<file path="src/hw/rtl/imu_fc_pkg.sv">
// Package for the inertial-sensor frame checker.
// Holds frame constants, the status code type and the result struct.
// Used by imu_fc_frame and imu_frame_checker; depends on nothing.
`default_nettype none

package imu_fc_pkg;

  localparam logic [7:0] FrameHeader = 8'h55;
  localparam logic [7:0] TypeAngle   = 8'h53;
  localparam logic [7:0] TypeQuat    = 8'h59;
  localparam logic [3:0] SumLastIdx  = 4'd9;
  localparam logic [3:0] CheckIdx    = 4'd10;
  localparam logic [3:0] FrameLen    = 4'd11;
  localparam logic [3:0] PayloadBase = 4'd2;
  localparam int         PayloadLen  = 8;

  typedef enum logic [2:0] {
    ST_ANGLE   = 3'd0,
    ST_QUAT    = 3'd1,
    ST_OTHER   = 3'd2,
    ST_BADHEAD = 3'd3,
    ST_BADSUM  = 3'd4
  } status_t;

  typedef struct packed {
    status_t     status;
    logic [15:0] value_a;
    logic [15:0] value_b;
    logic [15:0] value_c;
    logic [15:0] value_d;
  } result_t;

endpackage

`default_nettype wire

</file>
<file path="src/hw/rtl/imu_fc_frame.sv">
// Frame state of the checker: byte index, running sum, captured bytes.
// Decodes the status and payload words for the byte being stepped in.
// Depends on imu_fc_pkg.
`default_nettype none

module imu_fc_frame (
  input  wire logic                clk,
  input  wire logic                rst,
  input  wire logic                step,
  input  wire logic [7:0]          rx_byte,
  input  wire logic                burst_end,
  output imu_fc_pkg::result_t      result
);

  logic [3:0] byte_index;
  logic [7:0] running_sum;
  logic [7:0] header_byte;
  logic [7:0] type_byte;
  logic [7:0] payload_bytes [imu_fc_pkg::PayloadLen];
  logic [7:0] check_byte;

  logic [3:0] byte_index_next;
  logic [7:0] running_sum_next;
  logic [7:0] header_byte_next;
  logic [7:0] type_byte_next;
  logic [7:0] payload_bytes_next [imu_fc_pkg::PayloadLen];
  logic [7:0] check_byte_next;
  logic [3:0] slot;
  logic       in_frame;
  logic       words_on;

  assign in_frame = byte_index < imu_fc_pkg::FrameLen;
  assign slot     = byte_index - imu_fc_pkg::PayloadBase;

  always_comb begin
    byte_index_next  = byte_index;
    running_sum_next = running_sum;
    header_byte_next = header_byte;
    type_byte_next   = type_byte;
    check_byte_next  = check_byte;
    for (int i = 0; i < imu_fc_pkg::PayloadLen; i++) begin
      payload_bytes_next[i] = payload_bytes[i];
    end
    if (in_frame) begin
      byte_index_next = byte_index + 4'd1;
      if (byte_index == 4'd0) begin
        header_byte_next = rx_byte;
      end else if (byte_index == 4'd1) begin
        type_byte_next = rx_byte;
      end else if (byte_index <= imu_fc_pkg::SumLastIdx) begin
        payload_bytes_next[slot[2:0]] = rx_byte;
      end else begin
        check_byte_next = rx_byte;
      end
      if (byte_index <= imu_fc_pkg::SumLastIdx) begin
        running_sum_next = running_sum + rx_byte;
      end
    end
  end

  always_comb begin
    priority if (header_byte_next != imu_fc_pkg::FrameHeader) begin
      result.status = imu_fc_pkg::ST_BADHEAD;
    end else if (running_sum_next != check_byte_next) begin
      result.status = imu_fc_pkg::ST_BADSUM;
    end else if (type_byte_next == imu_fc_pkg::TypeAngle) begin
      result.status = imu_fc_pkg::ST_ANGLE;
    end else if (type_byte_next == imu_fc_pkg::TypeQuat) begin
      result.status = imu_fc_pkg::ST_QUAT;
    end else begin
      result.status = imu_fc_pkg::ST_OTHER;
    end
    words_on = (result.status == imu_fc_pkg::ST_ANGLE) ||
               (result.status == imu_fc_pkg::ST_QUAT);
    result.value_a = words_on ? {payload_bytes_next[1], payload_bytes_next[0]} : 16'd0;
    result.value_b = words_on ? {payload_bytes_next[3], payload_bytes_next[2]} : 16'd0;
    result.value_c = words_on ? {payload_bytes_next[5], payload_bytes_next[4]} : 16'd0;
    result.value_d = words_on ? {payload_bytes_next[7], payload_bytes_next[6]} : 16'd0;
  end

  always_ff @(posedge clk) begin
    if (rst || (step && burst_end)) begin
      byte_index  <= 4'd0;
      running_sum <= 8'd0;
      header_byte <= 8'd0;
      type_byte   <= 8'd0;
      check_byte  <= 8'd0;
      for (int i = 0; i < imu_fc_pkg::PayloadLen; i++) begin
        payload_bytes[i] <= 8'd0;
      end
    end else if (step) begin
      byte_index  <= byte_index_next;
      running_sum <= running_sum_next;
      header_byte <= header_byte_next;
      type_byte   <= type_byte_next;
      check_byte  <= check_byte_next;
      for (int i = 0; i < imu_fc_pkg::PayloadLen; i++) begin
        payload_bytes[i] <= payload_bytes_next[i];
      end
    end
  end

  a_index_bound: assert property (@(posedge clk) disable iff (rst)
    byte_index <= imu_fc_pkg::FrameLen)
    else $error("byte index past frame length");

  a_clear_after_burst: assert property (@(posedge clk) disable iff (rst)
    step && burst_end |=> byte_index == 4'd0 && running_sum == 8'd0)
    else $error("frame state not cleared after burst end");

  a_index_advance: assert property (@(posedge clk) disable iff (rst)
    step && !burst_end && in_frame |=> byte_index == $past(byte_index) + 4'd1)
    else $error("byte index did not advance");

  a_words_gated: assert property (@(posedge clk) disable iff (rst)
    !words_on |-> result.value_a == 16'd0 && result.value_d == 16'd0)
    else $error("payload words not zero for a non-data status");

endmodule

`default_nettype wire

</file>
<file path="config.mk">
export PLATFORM = sky130hd
export DESIGN_NAME = imu_fc_frame
export DESIGN_NICKNAME = d
export VERILOG_FILES = /design/src/hw/rtl/imu_fc_pkg.sv /design/src/hw/rtl/imu_fc_frame.sv
export SDC_FILE = /design/constraint.sdc
export NUM_CORES = 1
export LEC_CHECK = 0
export BUFFER_PORTS_ARGS = -buffer_cell sky130_fd_sc_hd__buf_2
export CAP_MARGIN = 20
export CORE_MARGIN = 5
export CORE_UTILIZATION = 45
export DETAILED_ROUTE_END_ITERATION = 6
export SYNTH_ARGS = -nofsm -noshare
export SYNTH_HDL_FRONTEND = slang
export SYNTH_SLANG_ARGS = --single-unit
</file>
<file path="constraint.sdc">
create_clock -name clk -period 4.6 [get_ports clk]
set_input_delay 0.69 -clock clk [delete_from_list [all_inputs] [get_ports clk]]
set_output_delay 0.69 -clock clk [all_outputs]
set_load 0.02 [all_outputs]
</file>
==> out/qor_table.md <==
| Quantity | Value | Unit |
|:---|:---|:---|
| Status | finished, final reports clean | - |
| Max rail drop VDD | 0.140 | mV |
| Highest Clock Rate | 231 | MHz |
| Clock latency of the later-clocked register in the worst-skew pair | 0.35 | ns |
| Synth async-reset ratio | 0 | - |
| Signed area change from the synthesized netlist to the final layout | 14.2 | % |
| Min-Delay Endpoint | check_byte[4] | - |
| Path type of the worst setup path | reg2out | - |
| GRT Residual Overflow | 0 | - |
| Worst-path cell with the longest stage delay | o31ai_4 | - |
| Total count of hold-check failures in the final report | 0 | - |
| Post-synthesis sequential area ratio | 0.438 | - |
| Max-cap violations | 0 | - |
| Final-layout setup total negative slack | 0 | ns |
| Level count of the clock H-tree | 3 | - |
| Most used flip-flop cell after synthesis | edfxtp_1 | - |
| Final ANT Viol Nets | 0 | - |
| Setup repair after global routing missed its margin | no | - |
| Die area | 15800 | sq um |
| Leading cell types by total area after synthesis | edfxtp_1 32%, mux2i_1 14%, dfxtp_1 12% | - |
| Diode count | 0 | - |
| Net count of the mapped netlist | 660 | - |
| Hold crit path type | reg2reg | - |
| Worst R2R End | payload_bytes[1][24] | - |
| Slew margin rel. | 0.272 | - |
| Number of optimization iterations in the first detailed-route pass | 4 | - |
| Average cell area after synthesis | 9.48 | sq um |
| Clock tree from TritonCTS | yes | - |
| Overall via count from detail_route | 4894 | - |
| DRC Markers | 0 | - |
| Maximum root-to-sink buffer count | 2 | - |
| Number of core rows | 42 | - |
| Largest net degree at the start of global routing | 68 | - |
| Total of flip-flops plus latches after synthesis | 100 | - |
| Category of cells accounting for the largest share of critical-path delay | compound AO/OA/AOI/OAI gates | - |
| Number of instances in the synthesized netlist | 637 | - |
| Combined flip-flop and latch cell area | 2640 | sq um |
| Slew at the pin closest to its max-slew limit | 1.09 | ns |
| Pins Over Slew Limit | 0 | - |
| Post-synthesis cell type count | 55 | - |
| Core region area | 13200 | sq um |
| Required arrival time at the worst endpoint | 3.91 | ns |
| Worst-case reg-to-reg path depth | 8 | - |
| Post-layout minimum cycle time | 4.34 | ns |
| Number of top-level pins | 79 | - |
| R2r setup slk | 1.44 | ns |
| Worst Path Max Fanout | 39 | - |
| Synth top cells by count | 89 x nor2_1, 86 x mux2i_1, 68 x nor3_1, 64 x edfxtp_1, 61 x and3_1 | - |
| Inst Count DP | 852 | - |
| CP arrival | 3.65 | ns |
| Synth warnings | 0 | - |
| Filler cell count in the final layout | 1210 | - |
| 1st-iter DRT viols | 350 | - |
| Total wirelength of the detailed-routed design | 15900 | um |
| # setup viols final | 0 | - |
| Total design power | 2150 | uW |
| Number of global-route vias before repair | 4823 | - |
| Count of hold-fix buffers inserted at cts | 0 | - |
| Count of buffers inserted at the top-level ports | 78 | - |
| Clock-pin slew of the registers on the worst-case setup and hold paths | 0.07 | ns |
| Initial core utilization | 0.458 | - |
| Sum of buffers and inverters on the critical path | 3 | - |
| Sinks on the clock net | 100 | - |
| Antenna violations before repair | 0 | - |
| Number of synthesized flops with an enable pin | 64 | - |
| Wire length of the first global-routing pass | 25300 | um |
| Placed wire-length estimate | 10100 | um |
| Leakage power | 0.00303 | uW |
| Endpoint kind of the worst setup timing path | output port | - |
| CTS Root Buffer Type | clkbuf_16 | - |
| Cell with the most instances after synthesis | nor2_1 | - |
| WHS Path Cells | 2 | - |
| Via density per instance | 5.64 | - |
| Crit path depth | 11 | - |
| Kind of start point of the critical path | register | - |
| Layout cell share with drive strength beyond 1 | 0.202 | - |
| Power density cells | 311 | nW/um^2 |
| Multi-input gate area in the final layout | 3130 | sq um |
| Largest area contributor in the netlist | edfxtp_1 | - |
| RD Place Congestion | 0.879 | - |
| Worst clock skew on the final layout | 0.00397 | ns |
| Number of buffers inserted during clock tree synthesis | 9 | - |
| Final layout net count | 710 | - |
| Post-route insts no fill | 868 | - |
| RR Startpoint | byte_index[1] | - |
| Die Wd | 126 | um |
| Height of the die | 126 | um |
| Share of Yosys cell area claimed by the top area cell type | 0.318 | - |
| Post-synthesis cell area | 6040 | sq um |
| Routed wire length per instance | 18.3 | um |
| Final worst path period share | 0.943 | - |
| Delay of the slowest critical-path stage | 0.61 | ns |
| Global routing usage summed across all routing layers | 0.198 | - |
| Start point of the worst hold path | check_byte[4] | - |
| Cell Chain, Critical Path | inv_2, ha_1, nor2_2, o31ai_4, mux2i_1, o21ai_0, xnor2_1, nor4b_4, buf_4, and3_2, buf_2 | - |
| Startpoint of the most critical setup path | byte_index[0] | - |
## worst register-to-register path: stages, from the launching register on
cell and delay [ns]:
dfxtp_1 0.46, clkinv_1 0.27, ha_1 0.35, nor2_2 0.27, mux2_2 0.39, nor2_1 0.18, nand3_1 0.47, mux2i_1 0.42
nor2_1 0.08
## state kept, by name, indices dropped and copies added (netlist names)
signal,cells
header_byte,8
type_byte,8
payload_bytes,64
running_sum,8
check_byte,8
byte_index,4
## power by group
group,internal (uW),switching [uW],leakage (uW)
Clock,475,337,0.000149
Combinational,109,198,0.00188
Sequential,1010,20.5,0.00100
Total,1590,556,0.00303
## per-layer routing
metal / routed length, um / track usage / up-vias
met3: 532 / 0.0271 / 15
li1: - / - / 2410
met1: 7630 / 0.274 / 2368
met2: 7500 / 0.325 / 101
met5: 0 / 0 / -
met4: 211 / 0.0587 / 0
## layout make-up
class	count	area share
repair buffers	99	0.0813
flip-flops and latches	100	0.383
clock buffers	11	0.0338
multi-input cells	469	0.454
clock inverters	5	0.0111
inverters	8	0.00436
well taps	176	0.0319
## how the worst max path moves through the flow
stage | endpoint | slack, ns
after floorplan | result[0] | 0.80
after global placement | result[54] | 0.47
after detailed placement | result[54] | 0.43
after CTS | result[54] | 0.23
after global routing | result[63] | 0.05
final | result[63] | 0.26
## through the flow
stage          worst slack, ns  area (sq um)  hold slack, ns  utilization
6_report                 0.262          6890           0.456        0.523
5_1_grt                 0.0535          6890           0.473        0.523
4_1_cts                  0.234          6890           0.456        0.522
3_5_place_dp             0.434          6580           0.447        0.499
3_3_place_gp             0.473          6580           0.439        0.499
2_1_floorplan            0.804          6040           0.431            -
## what timing repair did
action	in CTS	in global routing
setup endpoints to repair	0	10
resized for setup	0	1
buffers inserted	0	0
## cell usage in the layout (no fill, tap or decap), types with 3 or more instances in the layout
cell type   n
and3_1     61
clkbuf_16   9
edfxtp_1   64
nor2_1     88
nor4bb_1    3
a21oi_1    26
nand2_1    23
inv_1       6
xor2_1      5
nor3_2      3
nand3_1    22
clkinv_1    3
buf_2      78
mux2i_1    86
o21ai_0     8
buf_4      20
and3_2      5
dfxtp_1    36
nor3_1     68
ha_1       10
or2_2       3
a211oi_1    5
xnor2_1    10
## logic make-up (layout without fill, tap and decap cells)
family	after synthesis	in the layout	synth area share
flops	100	100	0.438
simple gates	292	292	0.247
buf+inv	68	123	0.0524
fa+ha+maj	11	11	0.0240
xor+xnor	16	16	0.0232
mux	87	87	0.144
compound gates	63	63	0.0713
Note: power is estimated with default switching activity, not from simulation.
